`src/design/lcrs_pkg.sv`:
```
package lcrs_pkg;

  // default fraction bits of sine and cosine
  localparam int FRAC_BITS_DEF = 14;

  localparam int PIX_W  = 32;
  localparam int ADDR_W = 5;
  localparam int DATA_W = 32;
  localparam int IDX_W  = 3;

  typedef enum logic [IDX_W-1:0] {
    REG_MODE       = 3'd0,
    REG_SAT_GAIN   = 3'd1,
    REG_ANGLE      = 3'd2,
    REG_WHITE_V    = 3'd3,
    REG_WHITE_U    = 3'd4
  } reg_idx_t;

  localparam logic               MODE_RST    = 1'b0;
  localparam logic signed [15:0] GAIN_RST    = 16'sd256;
  localparam logic [15:0]        ANGLE_RST   = 16'd0;
  localparam logic [7:0]         WHITE_V_RST = 8'd128;
  localparam logic [7:0]         WHITE_U_RST = 8'd128;

  localparam logic MODE_SCALE  = 1'b0;
  localparam logic MODE_ROTATE = 1'b1;

endpackage

```
`src/design/luv_chroma_rotate_saturate_top.sv`:
```
// LUV chroma adjust. One packed pixel (half-float L in 31:16, u in 15:8, v in 7:0) is taken
// on each clock where start is high; busy stays low, so a pixel may be issued every cycle.
// The adjusted pixel appears on out_pixel_out five cycles later, marked by a one-cycle
// out_valid strobe, and must be taken then: the output side has no way to hold results off.
// The five-stage pipeline (angle segment select, edge interpolation and gain products,
// sine/cosine, rotation products, sum with clamp) sets that latency; throughput is one
// pixel per clock. Mode 0 scales the chroma offset from the white point by a signed Q8.8
// gain, mode 1 rotates it by a Q0.16 angle using triangle-interpolated sine and cosine.
// Registers sit on the APB port at byte offsets 0 (mode), 4 (gain), 8 (angle), 12 (white v)
// and 16 (white u); write them only while no pixel is in flight.
module luv_chroma_rotate_saturate_top #(
  parameter int FRAC_BITS = lcrs_pkg::FRAC_BITS_DEF
) (
  input  logic                        clk,
  input  logic                        rst_n,
  input  logic                        start,
  output logic                        busy,
  input  logic [lcrs_pkg::PIX_W-1:0]  in_pixel_in,
  output logic                        out_valid,
  output logic [lcrs_pkg::PIX_W-1:0]  out_pixel_out,
  input  logic                        psel,
  input  logic                        penable,
  input  logic                        pwrite,
  input  logic [lcrs_pkg::ADDR_W-1:0] paddr,
  input  logic [lcrs_pkg::DATA_W-1:0] pwdata,
  output logic [lcrs_pkg::DATA_W-1:0] prdata,
  output logic                        pready
);

  localparam int TW  = FRAC_BITS + 2;   // sine / cosine
  localparam int DW  = FRAC_BITS + 2;   // vertex difference
  localparam int MW  = 17;              // edge position, signed
  localparam int PCW = DW + MW;         // interpolation product
  localparam int GW  = 25;              // offset times gain
  localparam int PW  = TW + 9;          // rotation product
  localparam int SW  = PW + 1;          // rotation sum
  localparam int OW  = 18;              // chroma offset

  localparam longint SQ_L =
    ((64'd8660254038 << FRAC_BITS) + 64'd5000000000) / 64'd10000000000;
  localparam logic signed [TW-1:0] FX_SQ   = TW'(SQ_L);
  localparam logic signed [TW-1:0] FX_ONE  = TW'(64'd1 << FRAC_BITS);
  localparam logic signed [TW-1:0] FX_HALF = TW'(64'd1 << (FRAC_BITS - 1));
  localparam logic [SW-1:0]        RBIAS   = SW'((64'd1 << FRAC_BITS) - 64'd1);

  // configuration registers
  logic               mode_r;
  logic signed [15:0] gain_r;
  logic [15:0]        angle_r;
  logic [7:0]         white_v_r;
  logic [7:0]         white_u_r;

  logic                      cfg_wr;
  lcrs_pkg::reg_idx_t        cfg_idx;

  assign pready  = 1'b1;
  assign busy    = 1'b0;
  assign cfg_wr  = psel && penable && pwrite && pready;
  assign cfg_idx = lcrs_pkg::reg_idx_t'(paddr[lcrs_pkg::ADDR_W-1:2]);

  always_ff @(posedge clk) begin
    if (!rst_n) begin
      mode_r    <= lcrs_pkg::MODE_RST;
      gain_r    <= lcrs_pkg::GAIN_RST;
      angle_r   <= lcrs_pkg::ANGLE_RST;
      white_v_r <= lcrs_pkg::WHITE_V_RST;
      white_u_r <= lcrs_pkg::WHITE_U_RST;
    end else if (cfg_wr) begin
      case (cfg_idx)
        lcrs_pkg::REG_MODE:     mode_r    <= pwdata[0];
        lcrs_pkg::REG_SAT_GAIN: gain_r    <= $signed(pwdata[15:0]);
        lcrs_pkg::REG_ANGLE:    angle_r   <= pwdata[15:0];
        lcrs_pkg::REG_WHITE_V:  white_v_r <= pwdata[7:0];
        lcrs_pkg::REG_WHITE_U:  white_u_r <= pwdata[7:0];
        default: ;
      endcase
    end
  end

  always_comb begin
    case (cfg_idx)
      lcrs_pkg::REG_MODE:     prdata = {31'd0, mode_r};
      lcrs_pkg::REG_SAT_GAIN: prdata = {16'd0, gain_r};
      lcrs_pkg::REG_ANGLE:    prdata = {16'd0, angle_r};
      lcrs_pkg::REG_WHITE_V:  prdata = {24'd0, white_v_r};
      lcrs_pkg::REG_WHITE_U:  prdata = {24'd0, white_u_r};
      default:                prdata = '0;
    endcase
  end

  // stage 1: edge select, chroma offsets
  logic                 v1_r;
  logic [31:0]          px1_r;
  logic signed [8:0]    dx1_r, dy1_r;
  logic [15:0]          m1_r;
  logic signed [TW-1:0] c0_1_r, s0_1_r;
  logic signed [DW-1:0] cd1_r, sd1_r;

  logic [17:0]          t3_nxt;
  logic signed [TW-1:0] c0_nxt, s0_nxt, c1_nxt, s1_nxt;
  logic signed [8:0]    dx_nxt, dy_nxt;

  always_comb begin
    t3_nxt = {2'b00, angle_r} + {1'b0, angle_r, 1'b0};
    case (t3_nxt[17:16])
      2'd0: begin
        c0_nxt = '0;      s0_nxt = FX_ONE;
        c1_nxt = -FX_SQ;  s1_nxt = -FX_HALF;
      end
      2'd1: begin
        c0_nxt = -FX_SQ;  s0_nxt = -FX_HALF;
        c1_nxt = FX_SQ;   s1_nxt = -FX_HALF;
      end
      default: begin
        c0_nxt = FX_SQ;   s0_nxt = -FX_HALF;
        c1_nxt = '0;      s1_nxt = FX_ONE;
      end
    endcase
    dx_nxt = $signed({1'b0, in_pixel_in[7:0]}) - $signed({1'b0, white_v_r});
    dy_nxt = $signed({1'b0, in_pixel_in[15:8]}) - $signed({1'b0, white_u_r});
  end

  always_ff @(posedge clk) begin
    if (!rst_n) v1_r <= 1'b0;
    else        v1_r <= start && !busy;
    px1_r  <= in_pixel_in;
    dx1_r  <= dx_nxt;
    dy1_r  <= dy_nxt;
    m1_r   <= t3_nxt[15:0];
    c0_1_r <= c0_nxt;
    s0_1_r <= s0_nxt;
    cd1_r  <= DW'(c1_nxt - c0_nxt);
    sd1_r  <= DW'(s1_nxt - s0_nxt);
  end

  // stage 2: interpolation and gain products
  logic                  v2_r;
  logic [31:0]           px2_r;
  logic signed [8:0]     dx2_r, dy2_r;
  logic signed [TW-1:0]  c0_2_r, s0_2_r;
  logic signed [PCW-1:0] pc2_r, ps2_r;
  logic signed [GW-1:0]  gx2_r, gy2_r;
  logic signed [MW-1:0]  m_s;

  assign m_s = $signed({1'b0, m1_r});

  always_ff @(posedge clk) begin
    if (!rst_n) v2_r <= 1'b0;
    else        v2_r <= v1_r;
    px2_r  <= px1_r;
    dx2_r  <= dx1_r;
    dy2_r  <= dy1_r;
    c0_2_r <= c0_1_r;
    s0_2_r <= s0_1_r;
    pc2_r  <= cd1_r * m_s;
    ps2_r  <= sd1_r * m_s;
    gx2_r  <= dx1_r * gain_r;
    gy2_r  <= dy1_r * gain_r;
  end

  // stage 3: sine, cosine and scaled offsets, truncated toward zero
  logic                  v3_r;
  logic [31:0]           px3_r;
  logic signed [8:0]     dx3_r, dy3_r;
  logic signed [TW-1:0]  c3_r, s3_r;
  logic signed [OW-1:0]  ox3_r, oy3_r;

  logic signed [PCW-1:0] pc_adj, ps_adj;
  logic signed [GW-1:0]  gx_adj, gy_adj;
  logic signed [TW-1:0]  c_nxt, s_nxt;

  always_comb begin
    pc_adj = pc2_r + (pc2_r[PCW-1] ? PCW'(16'hFFFF) : PCW'(0));
    ps_adj = ps2_r + (ps2_r[PCW-1] ? PCW'(16'hFFFF) : PCW'(0));
    gx_adj = gx2_r + (gx2_r[GW-1] ? GW'(8'hFF) : GW'(0));
    gy_adj = gy2_r + (gy2_r[GW-1] ? GW'(8'hFF) : GW'(0));
    c_nxt  = c0_2_r + TW'($signed(pc_adj[16 +: DW]));
    s_nxt  = s0_2_r + TW'($signed(ps_adj[16 +: DW]));
  end

  always_ff @(posedge clk) begin
    if (!rst_n) v3_r <= 1'b0;
    else        v3_r <= v2_r;
    px3_r <= px2_r;
    dx3_r <= dx2_r;
    dy3_r <= dy2_r;
    c3_r  <= c_nxt;
    s3_r  <= s_nxt;
    ox3_r <= OW'($signed(gx_adj[GW-1:8]));
    oy3_r <= OW'($signed(gy_adj[GW-1:8]));
  end

  // stage 4: rotation products
  logic                  v4_r;
  logic [31:0]           px4_r;
  logic signed [OW-1:0]  ox4_r, oy4_r;
  logic signed [PW-1:0]  xs4_r, yc4_r, ys4_r, xc4_r;

  always_ff @(posedge clk) begin
    if (!rst_n) v4_r <= 1'b0;
    else        v4_r <= v3_r;
    px4_r <= px3_r;
    ox4_r <= ox3_r;
    oy4_r <= oy3_r;
    xs4_r <= dx3_r * s3_r;
    yc4_r <= dy3_r * c3_r;
    ys4_r <= dy3_r * s3_r;
    xc4_r <= dx3_r * c3_r;
  end

  // stage 5: rotated sums, mode select, clamp
  logic                 v5_r;
  logic [31:0]          px5_r;
  logic signed [SW-1:0] rv_sum, ru_sum, rv_adj, ru_adj;
  logic signed [OW-1:0] offv, offu;
  logic signed [OW:0]   nv_full, nu_full;
  logic [7:0]           nv_nxt, nu_nxt;

  always_comb begin
    rv_sum = SW'(xs4_r) - SW'(yc4_r);
    ru_sum = SW'(ys4_r) + SW'(xc4_r);
    rv_adj = rv_sum + (rv_sum[SW-1] ? RBIAS : SW'(0));
    ru_adj = ru_sum + (ru_sum[SW-1] ? RBIAS : SW'(0));
    if (mode_r == lcrs_pkg::MODE_ROTATE) begin
      offv = OW'($signed(rv_adj[SW-1:FRAC_BITS]));
      offu = OW'($signed(ru_adj[SW-1:FRAC_BITS]));
    end else begin
      offv = ox4_r;
      offu = oy4_r;
    end
    nv_full = $signed({{(OW-7){1'b0}}, white_v_r}) + (OW+1)'(offv);
    nu_full = $signed({{(OW-7){1'b0}}, white_u_r}) + (OW+1)'(offu);
    if (nv_full[OW])             nv_nxt = 8'd0;
    else if (nv_full > 19'sd255) nv_nxt = 8'd255;
    else                         nv_nxt = nv_full[7:0];
    if (nu_full[OW])             nu_nxt = 8'd0;
    else if (nu_full > 19'sd255) nu_nxt = 8'd255;
    else                         nu_nxt = nu_full[7:0];
  end

  always_ff @(posedge clk) begin
    if (!rst_n) v5_r <= 1'b0;
    else        v5_r <= v4_r;
    px5_r <= {px4_r[31:16], nu_nxt, nv_nxt};
  end

  assign out_valid     = v5_r;
  assign out_pixel_out = px5_r;

endmodule

```
`config.mk`:
```
export PLATFORM = sky130hd
export DESIGN_NAME = luv_chroma_rotate_saturate_top
export DESIGN_NICKNAME = d
export VERILOG_FILES = /design/src/design/lcrs_pkg.sv /design/src/design/luv_chroma_rotate_saturate_top.sv
export SDC_FILE = /design/constraint.sdc
export NUM_CORES = 2
export LEC_CHECK = 0
export BUFFER_PORTS_ARGS = -buffer_cell sky130_fd_sc_hd__buf_2
export CORE_UTILIZATION = 48
export CTS_CLUSTER_SIZE = 20
export DETAILED_ROUTE_END_ITERATION = 8
export PLACE_DENSITY = 0.73
export RECOVER_POWER = 25
export SKIP_LAST_GASP = 1
export SLEW_MARGIN = 20
export SYNTH_ARGS = -nofsm -noshare
export SYNTH_HDL_FRONTEND = slang
export SYNTH_SLANG_ARGS = --single-unit
```
`constraint.sdc`:
```
create_clock -name clk -period 16.72 [get_ports clk]
set_clock_uncertainty 0.15 [all_clocks]
set_input_delay 2.508 -clock clk [delete_from_list [all_inputs] [get_ports clk]]
set_output_delay 2.508 -clock clk [all_outputs]
set_load 0.1 [all_outputs]
```
# --- After elaboration in Yosys (flattened, before gate mapping) ---
# Cells that the tools add are included.
totals:
  regBits: 696
  input_bits: 75
  output_inout_bits: 67
  word_cells: 101
op_classes:
  addsub: 17
  mul: 8
  order_cmp: 2
  eq_ne: 5
  mux: 15
  reduce_logical: 10
ops:
  columns: ["op", "count"]
  rows:
  - ["9-bit by 16-bit multiplier with 25-bit output", 6]
  - ["16-bit one-hot mux with 5 select lines", 1]
  - ["16-bit by 17-bit multiplier with 33-bit output", 2]
  - ["32-bit by 16-bit adder with 32-bit output", 2]
  - ["16-bit 2-to-1 mux", 4]
  - ["16-bit one-hot mux with 2 select lines", 2]
  - ["26-bit by 14-bit adder with 26-bit output", 2]
  - ["25-bit by 8-bit adder with 25-bit output", 2]
  - ["9-bit by 18-bit adder with 19-bit output", 2]
  - ["19-bit by 9-bit > comparator with 1-bit output, second input constant", 2]
  - ["18-bit 2-to-1 mux", 2]
  - ["16-bit adder", 2]
  - ["8-bit 2-to-1 mux", 4]
  - ["16-bit subtractor", 2]
  - ["14-bit 2-to-1 mux", 2]
  - ["25-bit by 25-bit adder with 26-bit output", 1]
  - ["25-bit by 25-bit subtractor with 26-bit output", 1]
  - ["16-bit by 17-bit adder with 18-bit output", 1]
  - ["8-bit by 8-bit subtractor with 9-bit output", 2]
  - ["2-bit AND reduction", 5]
  - ["3-bit by 2-bit == test with 1-bit output, second input constant", 2]
  - ["3-bit by 1-bit == test with 1-bit output, second input constant", 1]
  - ["3-bit == test, second input constant", 1]
  - ["3-bit logical NOT", 1]
  - ["4 further kinds", 5]

# --- Longest topological paths before layout ---
logic_depth:
  word_depth: 7
  ltp_mapped: 37
  ltp_nobuf: 35

# --- Worst setup path after synthesis ---
# OpenSTA, ideal clock, no wires.
synth_timing:
  kind: "in2out"
  start: "input paddr[4] (netlist bit)"
  end: "output prdata[1] (netlist bit)"
  t_arrival_ns: 4.732
  required_ns: 14.062
  path_slack_ns: 9.330
  path_stages: 5
  path_cell_list: "clkbuf_1 > nor2b_1 > clkbuf_1 > a22oi_1 > o22ai_1"
synth_via:
  elab_chain_cells: 2
synth_lines:
  columns: ["element", "line_no", "text"]
  rows:
  - ["start, declared", "luv_chroma_rotate_saturate_top.sv:24", "input logic [lcrs_pkg::ADDR_W-1:0] paddr,"]
  - ["3-bit == test (tied with other cells)", "luv_chroma_rotate_saturate_top.sv:81", "case (cfg_idx)"]
  - ["16-bit one-hot mux with 5 select lines *", "luv_chroma_rotate_saturate_top.sv:81", null]
  - ["end, declared", "luv_chroma_rotate_saturate_top.sv:26", "output logic [lcrs_pkg::DATA_W-1:0] prdata,"]
# Mark *: on every way between the ends. The rest lies on a longest branch, timed or not.

# --- Worst setup path after layout ---
layout_timing:
  start: "register dx3_r[0]"
  end: "register xc4_r[23]"
layout_via:
  elab_chain_cells: 1
layout_lines:
  columns: ["element", "line_no", "text"]
  rows:
  - ["start, declared", "luv_chroma_rotate_saturate_top.sv:164", "logic signed [8:0] dx3_r, dy3_r;"]
  - ["start signal, assigned", "luv_chroma_rotate_saturate_top.sv:185", "dx3_r <= dx2_r;"]
  - ["9-bit by 16-bit multiplier with 25-bit output", "luv_chroma_rotate_saturate_top.sv:208", "xc4_r <= dx3_r * c3_r;"]
  - ["end signal, assigned", "luv_chroma_rotate_saturate_top.sv:208", null]
  - ["end, declared", "luv_chroma_rotate_saturate_top.sv:197", "logic signed [PW-1:0] xs4_r, yc4_r, ys4_r, xc4_r;"]
# No other way between the ends.
# A chain may end at the register's enable or synchronous reset.

==> metrics <==
commonest non-fill, non-tap cell in the layout=inv_1; die extent in x=352 um; 1st-pass router iterations=7; worst rel slew slack=-0.398; row count=128; hold_buf cts=0; crit path DAT=8490 ps; TNS Setup=0 ps; global route overflow=0; worst r2r path cells=26; CP Capture Type=flop; fillcell total=11000; Syn Std Cell Area=58900 sq um; layout cells sized above 1=0.0525; Nets=7882; period utilization=0.487; Initial DRC Count=2318; Worst Setup Path Type=flop to flop; standard cell core area=122000 sq um; largest net degree at the start of global routing=55; Synth cell types=100; GRT Util Overall=0.214; clock tree buffer depth=3; die area=124000 sq um; fmax=0.123 GHz; vias in the first global route=42500; DRC viols=0; antenna viol nets, final=0; sequential-to-total area share from yosys stat=0.181; H-tree depth=2; Die Y=352 um; commonest cells after routing, fill and taps aside=inv_1, fa_1, ha_1; final WL=130000 um; final setup fails=0; antenna diode count=0; initial antenna violation count=3; Max-Cap Viols=3; Worst Tran Pin Value=2100 ps; Initial Utilization=0.484; fraction of registers with async set/reset=0; CTS tree=built; failing checks=max-capacitance violations, max-slew violations; # IOs=142; final hold vios=0; post-CTS setup buffers=0; post-synthesis cell count=6165; flip-flop and latch count after synthesis=532; Crit Path Max Fanout=32; Main synth FF type=dfxtp_1; unrepaired setup endpoints after global routing=false; TritonCTS buffer count=61; Required @ worst endpoint=17070 ps; crit path time final=8140 ps; CP Launch Point=dx3_r[0]; cts repair resizes=0; global-route wire length before repair=216000 um; clock root buffer=clkbuf_16; Worst R2R End=xc4_r[23]; count of input and output buffers=105; detailed placement HPWL=103000 um; number of flops mapped to enable cells by yosys=0; GPL Wtd Cong=0.908; clk_lat worst skew=670 ps; R2R setup slack=8580 ps; Syn Area/Cell=9.55 sq um; synth warn=0; worst hold path type=flop to flop; CP Capture Point=xc4_r[23]; Via density=5.20; status=complete, but fails checks; via count=41000; Reg-to-Reg Start=dx3_r[0]; clk slew on worst S/H paths=60 ps; area of the multi-input gates=43100 sq um; Seq. cell area=10700 sq um; WL per Instance=16.5 um; Area Growth Syn to Fin=7.51%; CTS sink count=532; Max Transition Viols Final=99; CP startpoint kind=flop
-- kinds of logic (layout without fill, tap and decap cells) --
kind of cell | count (synthesis) | in the layout | synth area share
buffers and inverters | 1376 | 1457 | 0.0892
AOI/OAI and AO/OA | 705 | 705 | 0.0818
muxes | 37 | 37 | 0.00641
and+or+nand+nor | 1558 | 1558 | 0.133
DFF | 532 | 532 | 0.181
adders and majority gates | 1595 | 1595 | 0.456
other | 2 | 20 | 0.000127
xor gates and xnor gates | 360 | 360 | 0.0535
-- state kept, by name, indices dropped and copies added (netlist names), 16 cells and up --
name,count
angle_r,16
c3_r,16
gain_r,16
gx2_r,25
gy2_r,25
m1_r,16
out_pixel_out,32
ox3_r,17
ox4_r,17
oy3_r,17
oy4_r,17
pc2_r,32
ps2_r,20
px1_r,16
px2_r,16
px3_r,16
px4_r,16
s3_r,16
xc4_r,25
xs4_r,25
yc4_r,25
ys4_r,25
-- layer usage --
metal / vias to the layer above / wire, um / global-route usage
met5: - / 13 / 0
met2: 1071 / 62700 / 0.361
met1: 20500 / 56200 / 0.283
li1: 19300 / - / -
met4: 2 / 4630 / 0.0732
met3: 221 / 6990 / 0.0266
-- critical path: stages, from the launching register on --
cell	delay (ps)
dfxtp_1	350
clkbuf_1	1500
nand2_1	220
fa_1	590
fa_1	520
inv_1	40
ha_1	260
inv_1	50
fa_1	470
inv_1	40
ha_1	260
ha_1	210
fa_1	460
a21o_1	190
a21oi_1	230
o21bai_1	90
a21oi_1	230
o21bai_1	140
a21oi_1	240
o21bai_1	100
a21oi_1	260
o21bai_1	110
a21oi_1	270
o21bai_1	130
a41oi_1	290
a221oi_1	130
xor2_1	430
-- worst min path at each step --
stage,from,endpoint,slack (ps),cells past startpoint
2_1_floorplan,s0_1_r[13],c0_2_r[0],160,0
3_3_place_gp,px4_r[19],out_pixel_out[19],160,0
3_5_place_dp,dy2_r[1],dy3_r[1],160,0
4_1_cts,px1_r[27],px2_r[27],170,0
5_1_grt,px1_r[27],px2_r[27],170,0
6_report,px2_r[18],px3_r[18],170,0
-- through the flow --
step / hold WS [ps] / cell area, sq um / cells / utilization / worst slack [ps]
floorplan: 160 / 59000 / 6183 / - / 9330
global placement: 159 / 61100 / 7774 / 0.502 / 9360
detailed placement: 162 / 61100 / 7774 / 0.502 / 9250
CTS: 168 / 63300 / 7889 / 0.520 / 9190
global route: 174 / 63300 / 7889 / 0.520 / 8210
finish: 170 / 63300 / 7889 / 0.520 / 8580
-- Yosys cell counts, drive strengths merged (15+ instances only) --
cell type | n | area, sq um
nand2 | 674 | 2530
o21ai | 81 | 413
and2 | 375 | 2350
nor3 | 41 | 215
inv | 1177 | 4420
or3 | 15 | 93.8
buf | 25 | 176
o21a | 21 | 158
a21boi | 39 | 293
and3 | 32 | 206
a21oi | 209 | 1050
fa | 916 | 18300
mux2i | 31 | 310
o21bai | 86 | 646
nand2b | 123 | 769
nor2b | 53 | 332
ha | 679 | 8500
a22oi | 18 | 140
clkbuf | 173 | 649
a31oi | 18 | 113
nor2 | 121 | 454
xnor2 | 271 | 2370
a21o | 92 | 691
a211oi | 17 | 153
o211ai | 17 | 138
dfxtp | 532 | 10700
xor2 | 89 | 780
nand4 | 19 | 131
nand3 | 52 | 260
-- cell type report --
class / instances / area share
repair buffers: 164 / 0.0150
multi-input cells: 4275 / 0.680
clock inverters: 40 / 0.00879
clock buffers: 75 / 0.0259
flip-flops and latches: 532 / 0.168
well taps: 1625 / 0.0321
inverters: 1178 / 0.0699
Power is left out: the tool's default activity adds up to more than one toggle a clock period on the data nets, which glitch-free logic cannot reach.
